===== src/rtl/ppt_pkg.sv =====
// Shared types, codes and helper functions of the pointer position tracker.
package ppt_pkg;

  // Fixed field widths of the two channels and the configuration port.
  localparam int COORD_W  = 16;
  localparam int DEV_W    = 8;
  localparam int BTN_W    = 3;
  localparam int MASK_W   = 8;
  localparam int REPORT_W = 12;
  localparam int KIND_W   = 3;
  localparam int CMD_W    = 2;
  localparam int VIEW_W   = 13;
  localparam int CFG_IDX_W = 1;

  // Block constants.
  localparam int MAX_VIEW     = 4096;
  localparam int BUTTON_COUNT = 8;
  localparam int QUEUE_DEPTH  = 2;

  // Cursor width follows the largest view; the target sum needs room for the
  // cursor plus a full signed delta.
  localparam int CUR_W = $clog2(MAX_VIEW);
  localparam int SUM_W = ((CUR_W + 1 > COORD_W) ? CUR_W + 1 : COORD_W) + 1;
  localparam int LIM_CALC_W = 17;

  localparam logic [VIEW_W-1:0] VIEW_WIDTH_RESET  = 13'd640;
  localparam logic [VIEW_W-1:0] VIEW_HEIGHT_RESET = 13'd480;

  // Configuration register indexes.
  localparam logic [CFG_IDX_W-1:0] CFG_VIEW_WIDTH  = 1'b0;
  localparam logic [CFG_IDX_W-1:0] CFG_VIEW_HEIGHT = 1'b1;

  // Input commands.
  localparam logic [CMD_W-1:0] CMD_MOVE   = 2'd0;
  localparam logic [CMD_W-1:0] CMD_BUTTON = 2'd1;
  localparam logic [CMD_W-1:0] CMD_QUERY  = 2'd2;
  localparam logic [CMD_W-1:0] CMD_UNUSED = 2'd3;

  // Result kinds.
  localparam logic [KIND_W-1:0] KIND_NONE  = 3'd0;
  localparam logic [KIND_W-1:0] KIND_MOVE  = 3'd1;
  localparam logic [KIND_W-1:0] KIND_DOWN  = 3'd2;
  localparam logic [KIND_W-1:0] KIND_UP    = 3'd3;
  localparam logic [KIND_W-1:0] KIND_QUERY = 3'd4;

  // Decoded operations handed from the front end to the execute stage.
  localparam int OP_W = 3;
  localparam logic [OP_W-1:0] OP_NOP      = 3'd0;
  localparam logic [OP_W-1:0] OP_MOVE_ABS = 3'd1;
  localparam logic [OP_W-1:0] OP_MOVE_REL = 3'd2;
  localparam logic [OP_W-1:0] OP_BTN_SET  = 3'd3;
  localparam logic [OP_W-1:0] OP_BTN_CLR  = 3'd4;
  localparam logic [OP_W-1:0] OP_QUERY    = 3'd5;

  typedef struct packed {
    logic [CMD_W-1:0]          cmd;
    logic signed [COORD_W-1:0] coord_x;
    logic signed [COORD_W-1:0] coord_y;
    logic                      is_relative;
    logic [BTN_W-1:0]          button_index;
    logic                      pressed;
    logic [DEV_W-1:0]          source_device;
  } in_item_t;

  typedef struct packed {
    logic [KIND_W-1:0]         event_kind;
    logic [DEV_W-1:0]          event_device;
    logic [BTN_W-1:0]          event_button;
    logic [MASK_W-1:0]         button_state;
    logic [REPORT_W-1:0]       report_x;
    logic [REPORT_W-1:0]       report_y;
    logic signed [COORD_W-1:0] delta_x;
    logic signed [COORD_W-1:0] delta_y;
  } out_item_t;

  typedef struct packed {
    logic [OP_W-1:0]           opcode;
    logic signed [COORD_W-1:0] coord_x;
    logic signed [COORD_W-1:0] coord_y;
    logic [BTN_W-1:0]          button_index;
    logic [DEV_W-1:0]          device;
    logic                      quiet;
  } op_t;

  // Largest legal coordinate for a view register: out-of-range sizes are
  // pulled into [1, MAX_VIEW] first.
  function automatic logic [CUR_W-1:0] view_limit(input logic [VIEW_W-1:0] size);
    logic [LIM_CALC_W-1:0] eff;
    logic [LIM_CALC_W-1:0] lim;
    eff = {{(LIM_CALC_W-VIEW_W){1'b0}}, size};
    if (size == '0) begin
      eff = LIM_CALC_W'(1);
    end else if (eff > LIM_CALC_W'(MAX_VIEW)) begin
      eff = LIM_CALC_W'(MAX_VIEW);
    end
    lim = eff - LIM_CALC_W'(1);
    return lim[CUR_W-1:0];
  endfunction

  // Signed 16-bit add that sticks at the rails instead of wrapping.
  function automatic logic [COORD_W-1:0] sat_add16(input logic [COORD_W-1:0] a,
                                                   input logic [COORD_W-1:0] b);
    logic [COORD_W:0] s;
    logic [COORD_W-1:0] r;
    s = {a[COORD_W-1], a} + {b[COORD_W-1], b};
    if (s[COORD_W] != s[COORD_W-1]) begin
      r = s[COORD_W] ? {1'b1, {(COORD_W-1){1'b0}}} : {1'b0, {(COORD_W-1){1'b1}}};
    end else begin
      r = s[COORD_W-1:0];
    end
    return r;
  endfunction

endpackage


===== src/rtl/ppt_fifo.sv =====
// Small register queue used between the pipeline parts and on the result side.
module ppt_fifo #(
  parameter int WIDTH = 8,
  parameter int DEPTH = 2
) (
  input  logic             clk,
  input  logic             rst_n,
  input  logic             push,
  input  logic [WIDTH-1:0] din,
  output logic             full,
  input  logic             pop,
  output logic [WIDTH-1:0] dout,
  output logic             empty
);

  localparam int PTR_W = (DEPTH > 1) ? $clog2(DEPTH) : 1;
  localparam int CNT_W = $clog2(DEPTH + 1);

  logic [WIDTH-1:0] mem_r [DEPTH];
  logic [PTR_W-1:0] wr_ptr_r, wr_ptr_nxt;
  logic [PTR_W-1:0] rd_ptr_r, rd_ptr_nxt;
  logic [CNT_W-1:0] count_r, count_nxt;
  logic             do_push, do_pop;

  assign full    = (count_r == CNT_W'(DEPTH));
  assign empty   = (count_r == '0);
  assign dout    = mem_r[rd_ptr_r];
  assign do_push = push && !full;
  assign do_pop  = pop && !empty;

  always_comb begin
    wr_ptr_nxt = wr_ptr_r;
    rd_ptr_nxt = rd_ptr_r;
    count_nxt  = count_r;
    if (do_push) begin
      wr_ptr_nxt = (wr_ptr_r == PTR_W'(DEPTH - 1)) ? '0 : wr_ptr_r + PTR_W'(1);
    end
    if (do_pop) begin
      rd_ptr_nxt = (rd_ptr_r == PTR_W'(DEPTH - 1)) ? '0 : rd_ptr_r + PTR_W'(1);
    end
    if (do_push && !do_pop) begin
      count_nxt = count_r + CNT_W'(1);
    end else if (do_pop && !do_push) begin
      count_nxt = count_r - CNT_W'(1);
    end
  end

  always_ff @(posedge clk) begin
    if (!rst_n) begin
      wr_ptr_r <= '0;
      rd_ptr_r <= '0;
      count_r  <= '0;
    end else begin
      wr_ptr_r <= wr_ptr_nxt;
      rd_ptr_r <= rd_ptr_nxt;
      count_r  <= count_nxt;
    end
  end

  always_ff @(posedge clk) begin
    if (do_push) begin
      mem_r[wr_ptr_r] <= din;
    end
  end

endmodule


===== src/rtl/ppt_front.sv =====
// Front end: accepts input beats and decodes them into execute operations.
module ppt_front (
  input  logic             in_push,
  input  ppt_pkg::in_item_t in_data,
  input  logic             cq_full,
  output logic             cq_push,
  output ppt_pkg::op_t     cq_op
);

  assign cq_push = in_push && !cq_full;

  always_comb begin
    cq_op.opcode       = ppt_pkg::OP_NOP;
    cq_op.coord_x      = in_data.coord_x;
    cq_op.coord_y      = in_data.coord_y;
    cq_op.button_index = in_data.button_index;
    cq_op.device       = in_data.source_device;
    cq_op.quiet        = (in_data.source_device == '0);
    unique case (in_data.cmd)
      ppt_pkg::CMD_MOVE: begin
        cq_op.opcode = in_data.is_relative ? ppt_pkg::OP_MOVE_REL : ppt_pkg::OP_MOVE_ABS;
      end
      ppt_pkg::CMD_BUTTON: begin
        // Buttons beyond the supported count are dropped here.
        if (32'(in_data.button_index) < ppt_pkg::BUTTON_COUNT) begin
          cq_op.opcode = in_data.pressed ? ppt_pkg::OP_BTN_SET : ppt_pkg::OP_BTN_CLR;
        end
      end
      ppt_pkg::CMD_QUERY: begin
        cq_op.opcode = ppt_pkg::OP_QUERY;
      end
      ppt_pkg::CMD_UNUSED: begin
        cq_op.opcode = ppt_pkg::OP_NOP;
      end
    endcase
  end

endmodule


===== src/rtl/ppt_back.sv =====
// Execute stage: holds view limits, cursor, accumulators and button mask.
module ppt_back (
  input  logic                            clk,
  input  logic                            rst_n,
  input  logic                            cfg_we,
  input  logic [ppt_pkg::CFG_IDX_W-1:0]   cfg_index,
  input  logic [ppt_pkg::VIEW_W-1:0]      cfg_wdata,
  input  logic                            op_valid,
  input  ppt_pkg::op_t                    op,
  output logic                            op_take,
  input  logic                            res_full,
  output logic                            res_push,
  output ppt_pkg::out_item_t              res
);

  localparam int CUR_W   = ppt_pkg::CUR_W;
  localparam int SUM_W   = ppt_pkg::SUM_W;
  localparam int COORD_W = ppt_pkg::COORD_W;

  logic [CUR_W-1:0]          lim_x_r, lim_y_r;
  logic [CUR_W-1:0]          cur_x_r, cur_x_nxt, cur_y_r, cur_y_nxt;
  logic [COORD_W-1:0]        accum_x_r, accum_x_nxt, accum_y_r, accum_y_nxt;
  logic [ppt_pkg::MASK_W-1:0] btn_r, btn_nxt, btn_new, btn_bit;

  logic                      fire, is_rel;
  logic signed [SUM_W-1:0]   cur_xs, cur_ys, cx_s, cy_s, tx, ty, lim_xs, lim_ys;
  logic [CUR_W-1:0]          nx, ny;
  logic [CUR_W:0]            dxa, dya;
  logic [COORD_W-1:0]        rx, ry;

  assign fire     = op_valid && !res_full;
  assign op_take  = fire;
  assign res_push = fire;

  // Move datapath: target, clamp into view, reported delta.
  always_comb begin
    is_rel = (op.opcode == ppt_pkg::OP_MOVE_REL);
    cur_xs = $signed({{(SUM_W-CUR_W){1'b0}}, cur_x_r});
    cur_ys = $signed({{(SUM_W-CUR_W){1'b0}}, cur_y_r});
    lim_xs = $signed({{(SUM_W-CUR_W){1'b0}}, lim_x_r});
    lim_ys = $signed({{(SUM_W-CUR_W){1'b0}}, lim_y_r});
    cx_s   = $signed({{(SUM_W-COORD_W){op.coord_x[COORD_W-1]}}, op.coord_x});
    cy_s   = $signed({{(SUM_W-COORD_W){op.coord_y[COORD_W-1]}}, op.coord_y});
    tx     = is_rel ? cur_xs + cx_s : cx_s;
    ty     = is_rel ? cur_ys + cy_s : cy_s;
    if (tx[SUM_W-1]) begin
      nx = '0;
    end else if (tx > lim_xs) begin
      nx = lim_x_r;
    end else begin
      nx = tx[CUR_W-1:0];
    end
    if (ty[SUM_W-1]) begin
      ny = '0;
    end else if (ty > lim_ys) begin
      ny = lim_y_r;
    end else begin
      ny = ty[CUR_W-1:0];
    end
    dxa = {1'b0, nx} - {1'b0, cur_x_r};
    dya = {1'b0, ny} - {1'b0, cur_y_r};
    rx  = is_rel ? op.coord_x : {{(COORD_W-CUR_W-1){dxa[CUR_W]}}, dxa};
    ry  = is_rel ? op.coord_y : {{(COORD_W-CUR_W-1){dya[CUR_W]}}, dya};
  end

  always_comb begin
    btn_bit = ppt_pkg::MASK_W'(1) << op.button_index;
    btn_new = (op.opcode == ppt_pkg::OP_BTN_SET) ? (btn_r | btn_bit) : (btn_r & ~btn_bit);
  end

  always_comb begin
    cur_x_nxt   = cur_x_r;
    cur_y_nxt   = cur_y_r;
    accum_x_nxt = accum_x_r;
    accum_y_nxt = accum_y_r;
    btn_nxt     = btn_r;

    res.event_kind   = ppt_pkg::KIND_NONE;
    res.event_device = op.device;
    res.event_button = '0;
    res.delta_x      = '0;
    res.delta_y      = '0;

    unique case (op.opcode)
      ppt_pkg::OP_MOVE_ABS, ppt_pkg::OP_MOVE_REL: begin
        cur_x_nxt   = nx;
        cur_y_nxt   = ny;
        accum_x_nxt = ppt_pkg::sat_add16(accum_x_r, rx);
        accum_y_nxt = ppt_pkg::sat_add16(accum_y_r, ry);
        if (!op.quiet) begin
          res.event_kind = ppt_pkg::KIND_MOVE;
          res.delta_x    = rx;
          res.delta_y    = ry;
        end
      end
      ppt_pkg::OP_BTN_SET, ppt_pkg::OP_BTN_CLR: begin
        btn_nxt = btn_new;
        if (btn_new != btn_r && !op.quiet) begin
          res.event_kind   = (op.opcode == ppt_pkg::OP_BTN_SET) ?
                             ppt_pkg::KIND_DOWN : ppt_pkg::KIND_UP;
          res.event_button = op.button_index;
        end
      end
      ppt_pkg::OP_QUERY: begin
        res.event_kind = ppt_pkg::KIND_QUERY;
        res.delta_x    = accum_x_r;
        res.delta_y    = accum_y_r;
        accum_x_nxt    = '0;
        accum_y_nxt    = '0;
      end
      default: begin
      end
    endcase

    res.button_state = btn_nxt;
    res.report_x     = ppt_pkg::REPORT_W'(cur_x_nxt);
    res.report_y     = ppt_pkg::REPORT_W'(cur_y_nxt);
  end

  // View limits are kept as the clamped maximum coordinate.
  always_ff @(posedge clk) begin
    if (!rst_n) begin
      lim_x_r <= ppt_pkg::view_limit(ppt_pkg::VIEW_WIDTH_RESET);
      lim_y_r <= ppt_pkg::view_limit(ppt_pkg::VIEW_HEIGHT_RESET);
    end else if (cfg_we) begin
      unique case (cfg_index)
        ppt_pkg::CFG_VIEW_WIDTH:  lim_x_r <= ppt_pkg::view_limit(cfg_wdata);
        ppt_pkg::CFG_VIEW_HEIGHT: lim_y_r <= ppt_pkg::view_limit(cfg_wdata);
        default: begin
        end
      endcase
    end
  end

  always_ff @(posedge clk) begin
    if (!rst_n) begin
      cur_x_r   <= '0;
      cur_y_r   <= '0;
      accum_x_r <= '0;
      accum_y_r <= '0;
      btn_r     <= '0;
    end else if (fire) begin
      cur_x_r   <= cur_x_nxt;
      cur_y_r   <= cur_y_nxt;
      accum_x_r <= accum_x_nxt;
      accum_y_r <= accum_y_nxt;
      btn_r     <= btn_nxt;
    end
  end

  // A query leaves both accumulators cleared.
  assert property (@(posedge clk) disable iff (!rst_n)
    (fire && op.opcode == ppt_pkg::OP_QUERY) |=> (accum_x_r == '0 && accum_y_r == '0))
    else $error("accumulators not cleared after query");

  // After any move the cursor lies inside the view.
  assert property (@(posedge clk) disable iff (!rst_n)
    (fire && (op.opcode == ppt_pkg::OP_MOVE_ABS || op.opcode == ppt_pkg::OP_MOVE_REL))
    |=> (cur_x_r <= lim_x_r && cur_y_r <= lim_y_r))
    else $error("cursor outside view after move");

  // A button-down event always reports the pressed bit as held.
  assert property (@(posedge clk) disable iff (!rst_n)
    (res_push && res.event_kind == ppt_pkg::KIND_DOWN) |-> res.button_state[res.event_button])
    else $error("button down event without held bit");

  // A button-up event always reports the released bit as clear.
  assert property (@(posedge clk) disable iff (!rst_n)
    (res_push && res.event_kind == ppt_pkg::KIND_UP) |-> !res.button_state[res.event_button])
    else $error("button up event with held bit");

endmodule


===== src/rtl/pointer_position_tracker_unit.sv =====
// Top level of the pointer position tracker: front end, op queue, execute stage, result queue.
//
// Usage. Input beats enter through a queue-style port: a beat is taken at a
// rising edge with in_push high and in_full low. Each beat is a move (absolute
// or relative), a button change or a query, and every beat yields exactly one
// result beat. Results leave through a second queue-style port: the oldest
// result sits on out_data while out_empty is low and is taken at an edge with
// out_pop high. The view size registers are written through cfg_we, cfg_index
// and cfg_wdata while no beat is in flight.
//
// Timing. A beat accepted at one edge is decoded into the op queue at that edge;
// the execute stage takes it from the op queue once the result queue has room and
// writes its result there, after which it shows on out_data and can be popped.
// One beat per cycle is sustained while the receiver keeps popping; the execute
// stage (add, clamp, saturate, mask update) is combinational between the queues.
//
// Reset (synchronous, rst_n low) empties both queues, zeroes cursor,
// accumulators and button mask, and sets the view to 640 by 480. When the
// receiver stops popping, the result queue fills, the execute stage holds, the
// op queue fills and in_full rises; nothing is dropped.
module pointer_position_tracker_unit #(
  parameter int QUEUE_DEPTH = ppt_pkg::QUEUE_DEPTH
) (
  input  logic                          clk,
  input  logic                          rst_n,
  input  logic                          in_push,
  input  ppt_pkg::in_item_t             in_data,
  output logic                          in_full,
  output logic                          out_empty,
  output ppt_pkg::out_item_t            out_data,
  input  logic                          out_pop,
  input  logic                          cfg_we,
  input  logic [ppt_pkg::CFG_IDX_W-1:0] cfg_index,
  input  logic [ppt_pkg::VIEW_W-1:0]    cfg_wdata
);

  localparam int OP_BITS  = $bits(ppt_pkg::op_t);
  localparam int RES_BITS = $bits(ppt_pkg::out_item_t);

  logic               cq_push, cq_full, cq_empty, cq_pop;
  ppt_pkg::op_t       cq_in_op, cq_out_op;
  logic [OP_BITS-1:0] cq_dout;
  logic               rq_push, rq_full;
  ppt_pkg::out_item_t rq_in;
  logic [RES_BITS-1:0] rq_dout;

  assign in_full   = cq_full;
  assign cq_out_op = ppt_pkg::op_t'(cq_dout);
  assign out_data  = ppt_pkg::out_item_t'(rq_dout);

  ppt_front u_front (
    .in_push (in_push),
    .in_data (in_data),
    .cq_full (cq_full),
    .cq_push (cq_push),
    .cq_op   (cq_in_op)
  );

  // Decoded operations wait here so the front end and execute stage stall apart.
  ppt_fifo #(
    .WIDTH (OP_BITS),
    .DEPTH (QUEUE_DEPTH)
  ) u_op_queue (
    .clk   (clk),
    .rst_n (rst_n),
    .push  (cq_push),
    .din   (cq_in_op),
    .full  (cq_full),
    .pop   (cq_pop),
    .dout  (cq_dout),
    .empty (cq_empty)
  );

  ppt_back u_back (
    .clk       (clk),
    .rst_n     (rst_n),
    .cfg_we    (cfg_we),
    .cfg_index (cfg_index),
    .cfg_wdata (cfg_wdata),
    .op_valid  (!cq_empty),
    .op        (cq_out_op),
    .op_take   (cq_pop),
    .res_full  (rq_full),
    .res_push  (rq_push),
    .res       (rq_in)
  );

  // Finished results wait here for the receiver.
  ppt_fifo #(
    .WIDTH (RES_BITS),
    .DEPTH (QUEUE_DEPTH)
  ) u_result_queue (
    .clk   (clk),
    .rst_n (rst_n),
    .push  (rq_push),
    .din   (rq_in),
    .full  (rq_full),
    .pop   (out_pop),
    .dout  (rq_dout),
    .empty (out_empty)
  );

endmodule


===== config.mk =====
export PLATFORM = sky130hd
export DESIGN_NAME = pointer_position_tracker_unit
export DESIGN_NICKNAME = d
export VERILOG_FILES = /design/src/rtl/ppt_pkg.sv /design/src/rtl/ppt_fifo.sv /design/src/rtl/ppt_front.sv /design/src/rtl/ppt_back.sv /design/src/rtl/pointer_position_tracker_unit.sv
export SDC_FILE = /design/constraint.sdc
export NUM_CORES = 1
export LEC_CHECK = 0
export BUFFER_PORTS_ARGS = -buffer_cell sky130_fd_sc_hd__buf_2
export CELL_PAD_IN_SITES_DETAIL_PLACEMENT = 0
export CELL_PAD_IN_SITES_GLOBAL_PLACEMENT = 2
export CORE_MARGIN = 5
export CORE_UTILIZATION = 41
export CTS_BUF_LIST = sky130_fd_sc_hd__clkbuf_16
export DETAILED_ROUTE_END_ITERATION = 12
export PLACE_DENSITY = 0.83
export RECOVER_POWER = 25
export SLEW_MARGIN = 25
export SYNTH_ARGS = -nofsm -noshare
export SYNTH_HDL_FRONTEND = slang
export SYNTH_HIERARCHICAL = 1
export SYNTH_SLANG_ARGS = --single-unit

===== constraint.sdc =====
create_clock -name clk -period 10.8 [get_ports clk]
set_input_delay 1.08 -clock clk [delete_from_list [all_inputs] [get_ports clk]]
set_output_delay 1.08 -clock clk [all_outputs]
set_load 0.01 [all_outputs]

After elaboration in Yosys (flattened, before gate mapping)

Memory sizes are Yosys's and may differ from the RTL's. A register that Yosys moved wholly into a read port is not among the register bits.
Cells that the tools add are included.

Word-level logic and storage cells: 138
Bits in writable memories: 250
Memories: 2
Output and inout port bits: 80
Register bits: 96
Input port bits: 66

$add $sub $neg: 16
Shifts and indexed selects: 1
Bitwise logic cells: 4
Reduce and logical (&&, ||, !) cells: 33
$lt $le $gt $ge: 3
Equal/unequal tests: 13
Mux-type cells: 53

Memory list:

| memory               | words | bits a word | read ports | clocked after memory_dff | write ports | RTL line       | text |
|---|---|---|---|---|---|---|---|
| u_result_queue.mem_r | 2     | 78          | 1          | 1                        | 1           | ppt_fifo.sv:19 | `logic [WIDTH-1:0] mem_r [DEPTH];` |
| u_op_queue.mem_r     | 2     | 47          | 1          | 1                        | 1           | ppt_fifo.sv:19 |  |

Operators with widths:

| operator                                            | count |
|---|---|
| two-way mux 12 bit                                  | 14 |
| two-way mux 16 bit                                  | 6 |
| one-hot mux 16 bit (2 select lines)                 | 2 |
| one-hot mux 32 bit (2 select lines)                 | 1 |
| adder 13 x 16 -> 17 bit                             | 2 |
| adder 16 x 16 -> 17 bit                             | 2 |
| > comparator 17 x 13 -> 1 bit                       | 2 |
| two-way mux 17 bit                                  | 2 |
| two-way mux 32 bit                                  | 1 |
| subtractor 12 x 12 -> 13 bit                        | 2 |
| subtractor 12 x 1 -> 12 bit (second input constant) | 2 |
| two-way mux 8 bit                                   | 2 |
| two-way mux 1 bit                                   | 14 |
| > comparator 13 bit (second input constant)         | 1 |
| logical NOT 13 bit                                  | 1 |
| two-way mux 3 bit                                   | 4 |
| one-hot mux 3 bit (4 select lines)                  | 1 |
| logical AND 1 bit                                   | 11 |
| two-way mux 2 bit                                   | 5 |
| logical NOT 1 bit                                   | 9 |
| one-hot mux 3 bit (3 select lines)                  | 1 |
| AND 8 bit                                           | 1 |
| equality test 2 bit (second input constant)         | 4 |
| logical NOT 8 bit                                   | 1 |
| 17 further kinds                                    | 32 |

Logic depth before layout (Yosys ltp)

Depth in word-level cells: 11
Depth in mapped cells: 44
Depth with buffers taken out: 40

Modules after synthesis

Netlist, hierarchy kept.

Modules (own cells, without submodules):

| module                        | times used | sequential area each (um2) | area an instance (um2) | cells an instance |
|---|---|---|---|---|
| ppt_back                      | 1          | 1761.7                     | 9769.4                 | 1305 |
| ppt_fifo (u_result_queue)     | 1          | 4784.6                     | 5941.9                 | 268 |
| ppt_fifo (u_op_queue)         | 1          | 2922.8                     | 3629.7                 | 171 |
| ppt_front                     | 1          | 0.0                        | 391.6                  | 54 |
| pointer_position_tracker_unit | 1          | 0.0                        | 3.8                    | 1 |

Worst setup path after synthesis

Ideal clock, no wire load.

Path type: flip-flop to flip-flop
From: reg (tool-made name)
To: reg u_back.accum_y_r[3]
Setup time: 0.117 ns
Data required time: 10.683 ns
Arrival: 8.075 ns
Cell stages (with the launch flop): 41
Path buffers: 6
Path slack: 2.608 ns
Period minus slack after synthesis: 8.192 ns
Cells stage by stage: dfxtp_1 -> buf_2 -> mux2_2 -> clkbuf_1 -> or3b_1 -> buf_6 -> clkbuf_1 -> clkbuf_1 -> nand2_1 -> o21ai_0 -> ha_1 -> nor2b_1 -> a221oi_1 -> o22ai_1 -> a2111oi_0 -> a211o_1 -> a21oi_1 -> nor4_4 -> [5 not listed] -> a21boi_0 -> o21ai_0 -> a2111oi_0 -> o21ai_0 -> nand2b_1 -> xnor2_1 -> o21ai_0 -> ha_1 -> and3_1 -> a211oi_1 -> o21ai_0 -> o31a_1 -> nand2_1 -> a211oi_1 -> a311oi_1 -> buf_2 -> o21ai_0 -> a22o_1

RTL lines:

| item                 | RTL line        | text |
|---|---|---|
| to (signal assigned) | ppt_back.sv:146 | `accum_y_r <= accum_y_nxt;` |
| to (decl)            | ppt_back.sv:22  | `logic [COORD_W-1:0] accum_x_r, accum_x_nxt, accum_y_r, accum_y_nxt;` |

==> flow_metrics.tcl <==
set metrics [dict create \
    status "finished, violations left" \
    violations "capacitance limit, slew limit" \
    hold_class "reg2reg" \
    cts_root_buf "clkbuf_16" \
    ant_nets 0 \
    synthFlopType "edfxtp_1" \
    crit_path_start_kind "register" \
    synthArstFlopShare_pct 0 \
    cp_max_fo 21 \
    grt_antenna_before_repair 1 \
    core-area_um2 47650 \
    pin_count 146 \
    die-area_um2 52620 \
    critPathRequiredTime_ns 11.30 \
    fin_cells 2527 \
    die_x_um 229.4 \
    hold-path-endpoint "u_back/cur_y_r[4]$_SDFFE_PN0P_" \
    peakVddDrop_uv 98.00 \
    finalSetupViolations 0 \
    dp_hpwl_um 35990 \
    syn2layout_area_growth_pct 10.91 \
    first_pass_iters 5 \
    portBuffers 145 \
    cts_buffers 40 \
    critPathMaxStageDelay_ns 0.79 \
    syn-num-nets 1981 \
    vias 13628 \
    num-nets-final 2061 \
    maxSlewHeadroom_pct -95.27 \
    routed_via_density 5.393 \
    crit_type "reg2reg" \
    dp.cells 2452 \
    drt-total-wl_um 49490 \
    crit_path_top_delay_cell "a211oi_4" \
    clk_latency_ns 0.56 \
    fmax_mhz 102.9 \
    cts_buffer_depth 3 \
    slew_violations 183 \
    synth-warning-count 6 \
    min-delay-start "u_back/cur_y_r[4]$_SDFFE_PN0P_" \
    crit_top_cell "o21ai_0" \
    ys_seq_elements 348 \
    post-cts-setup-buffers 0 \
    grt-ovfl-total 0 \
    grt_pass1_wl_um 76980 \
    period_minus_slack_ns 9.718 \
    maxCapViolations 4 \
    synth_cells 1799 \
    gp_congestion 0.8782 \
    drc 0 \
    drt-initial-drc-count 802 \
    post-route-period-util_pct 89.98 \
    grt_max_degree 62 \
    syn_avg_cell_area_um2 10.97 \
    grt_usage_pct 18.32 \
    critPathArrivalTime_ns 10.22 \
    cts_sinks 348 \
    routedWlPerCell_um 19.58 \
    synth-edff-count 250 \
    cts_resized 0 \
    setup-tns-final_ns 0 \
    ctsHoldBuffers 0 \
    hold_violations 0 \
    p_leak_uw 0.008556 \
    crit-reg2reg-capture "u_back/accum_x_r[5]$_SDFFE_PN0P_" \
    synth_cell_types 89 \
    fin_area_um2 21890 \
    cts_tree "built" \
    drive_gt1_share_pct 18.26 \
    grt_pass1_vias 13438 \
    start_util_pct 41.42 \
    min_path_cells 2 \
    finClkSkew_ns 0.02303 \
    die_h_um 229.4 \
    grt_setup_unrepaired "false" \
    syn_area_um2 19740 \
    cts.htree.levels 2 \
    clkSlewWorstSetupHoldPaths_ns 0.06 \
    reg2reg_slack_ns 1.08 \
    ys_seq_area_share_pct 47.98 \
    rr_worst_depth 41 \
    pwr_density_cell_nw_per_um2 314.1 \
    dpl_cell_area_um2 20610 \
    tightest_slew_ns 2.929 \
    critPathCaptureType "register" \
    rows 80 \
]
how the worst max path moves through the flow:
stage                         from                                end  slack, ns
after CTS                 register  u_back/accum_x_r[10]$_SDFFE_PN0P_       1.09
after global routing      register  u_back/accum_x_r[11]$_SDFFE_PN0P_       0.34
final                     register   u_back/accum_x_r[5]$_SDFFE_PN0P_       1.08
after detailed placement  register   u_back/accum_x_r[5]$_SDFFE_PN0P_       1.13
after floorplan           register   u_back/accum_y_r[3]$_SDFFE_PN0P_       2.61
after global placement    register   u_back/accum_x_r[9]$_SDFFE_PN0P_       1.13
cell usage in the layout (no fill, tap or decap), types with 6 or more instances in the layout:
cell type / n
nor3_1: 19
o21ai_1: 13
ha_1: 110
nor2_1: 108
fa_1: 6
bufinv_16: 6
clkbuf_16: 41
nand3_1: 18
o21ai_0: 108
o22ai_1: 21
xnor2_1: 41
a21o_1: 24
edfxtp_1: 250
and3_1: 12
a22o_1: 38
mux2i_1: 24
a31oi_1: 10
a211oi_1: 17
and2_1: 16
buf_4: 17
nand2_1: 160
mux2_1: 6
a221o_1: 16
xor2_1: 26
o31ai_1: 9
clkinv_1: 8
a21boi_0: 21
inv_1: 91
buf_2: 112
dfxtp_1: 96
nand2b_1: 28
mux2_4: 20
a21oi_1: 84
o21a_1: 19
clkbuf_1: 37
mux2_2: 101
nor2b_1: 21
or2_2: 8
o211ai_1: 24
or3_1: 11
critical path: cells and delay by family, from the launching register on:
kind | cells | cell delay [ns]
fa+ha+maj | 6 | 1.82
xor+xnor | 1 | 0.15
mux | 1 | 0.44
buf+inv | 3 | 0.42
compound gates | 23 | 5.32
flops | 1 | 0.55
simple gates | 7 | 0.91
metal layers:
metal	vias to the layer above	global-route usage, %	wire length [um]
met3	50	3.468	2708
li1	6757	-	-
met2	301	28.78	22100
met5	-	0	0
met1	6520	26.57	23890
met4	0	3.853	798
cell usage after synthesis (20+ instances only):
cell	count	share of area [%]
clkbuf_1	51	0.97
nand2_1	160	3.0
dfxtp_1	98	9.9
ha_1	110	7.0
nand2b_1	28	0.89
nor2b_1	21	0.67
a21o_1	24	0.91
a21oi_1	84	2.1
o211ai_1	24	0.91
o21ai_0	108	2.7
edfxtp_1	250	38
mux2_4	20	1.5
xor2_1	26	1.2
mux2i_1	24	1.2
o22ai_1	21	0.67
a21boi_0	22	0.84
inv_1	80	1.5
a22o_1	38	1.7
buf_4	53	2.0
nor2_1	109	2.1
xnor2_1	41	1.8
mux2_2	107	6.1
cell type report:
class / instances / area [um2]
Sequential cell: 348 / 9474
Clock inverter: 33 / 315.3
Timing Repair Buffer: 166 / 827.0
Fill cell: 4444 / 25760
Clock buffer: 41 / 1026
Antenna cell: 1 / 2.502
Multi-Input combinational cell: 1241 / 9168
Inverter: 82 / 307.8
Tap cell: 615 / 769.5
per-stage QoR:
stage	utilization [%]	hold WS [ns]	setup WS (ns)	total power, uW
after CTS	46.08	0.4841	1.095	6944
after global placement	43.26	0.4674	1.134	5477
after detailed placement	43.26	0.4751	1.126	5527
after global routing	45.94	0.5059	0.3389	7376
final	45.94	0.4820	1.082	6876
after floorplan	-	0.4439	2.608	4589
cells by family after synthesis:
| kind of cell | share of synthesized area [%] |
|---|---|
| compound gates | 16.41 |
| xor+xnor | 2.973 |
| fa+ha+maj | 7.582 |
| buf+inv | 5.649 |
| flops | 47.98 |
| mux | 8.958 |
| simple gates | 10.45 |
state kept, by name, indices dropped and copies added, names as in the netlist, named ones only:
name,count
u_back/cur_x_r,12
u_op_queue/wr_ptr_r,1
u_op_queue/count_r,2
u_back/lim_y_r,12
u_result_queue/wr_ptr_r,1
u_back/cur_y_r,12
u_back/accum_y_r,16
u_result_queue/rd_ptr_r,1
u_result_queue/mem_r,156
u_op_queue/rd_ptr_r,1
u_back/lim_x_r,12
u_op_queue/mem_r,94
u_result_queue/count_r,2
u_back/btn_r,8
u_back/accum_x_r,16
power breakdown:
part	internal, uW	switching, uW	total, uW	leakage [uW]
Sequential	1900	146	2050	0.00315
Clock	834	545	1380	0.000682
Combinational	1400	2050	3450	0.00473
(Power assumes the default switching activity.)
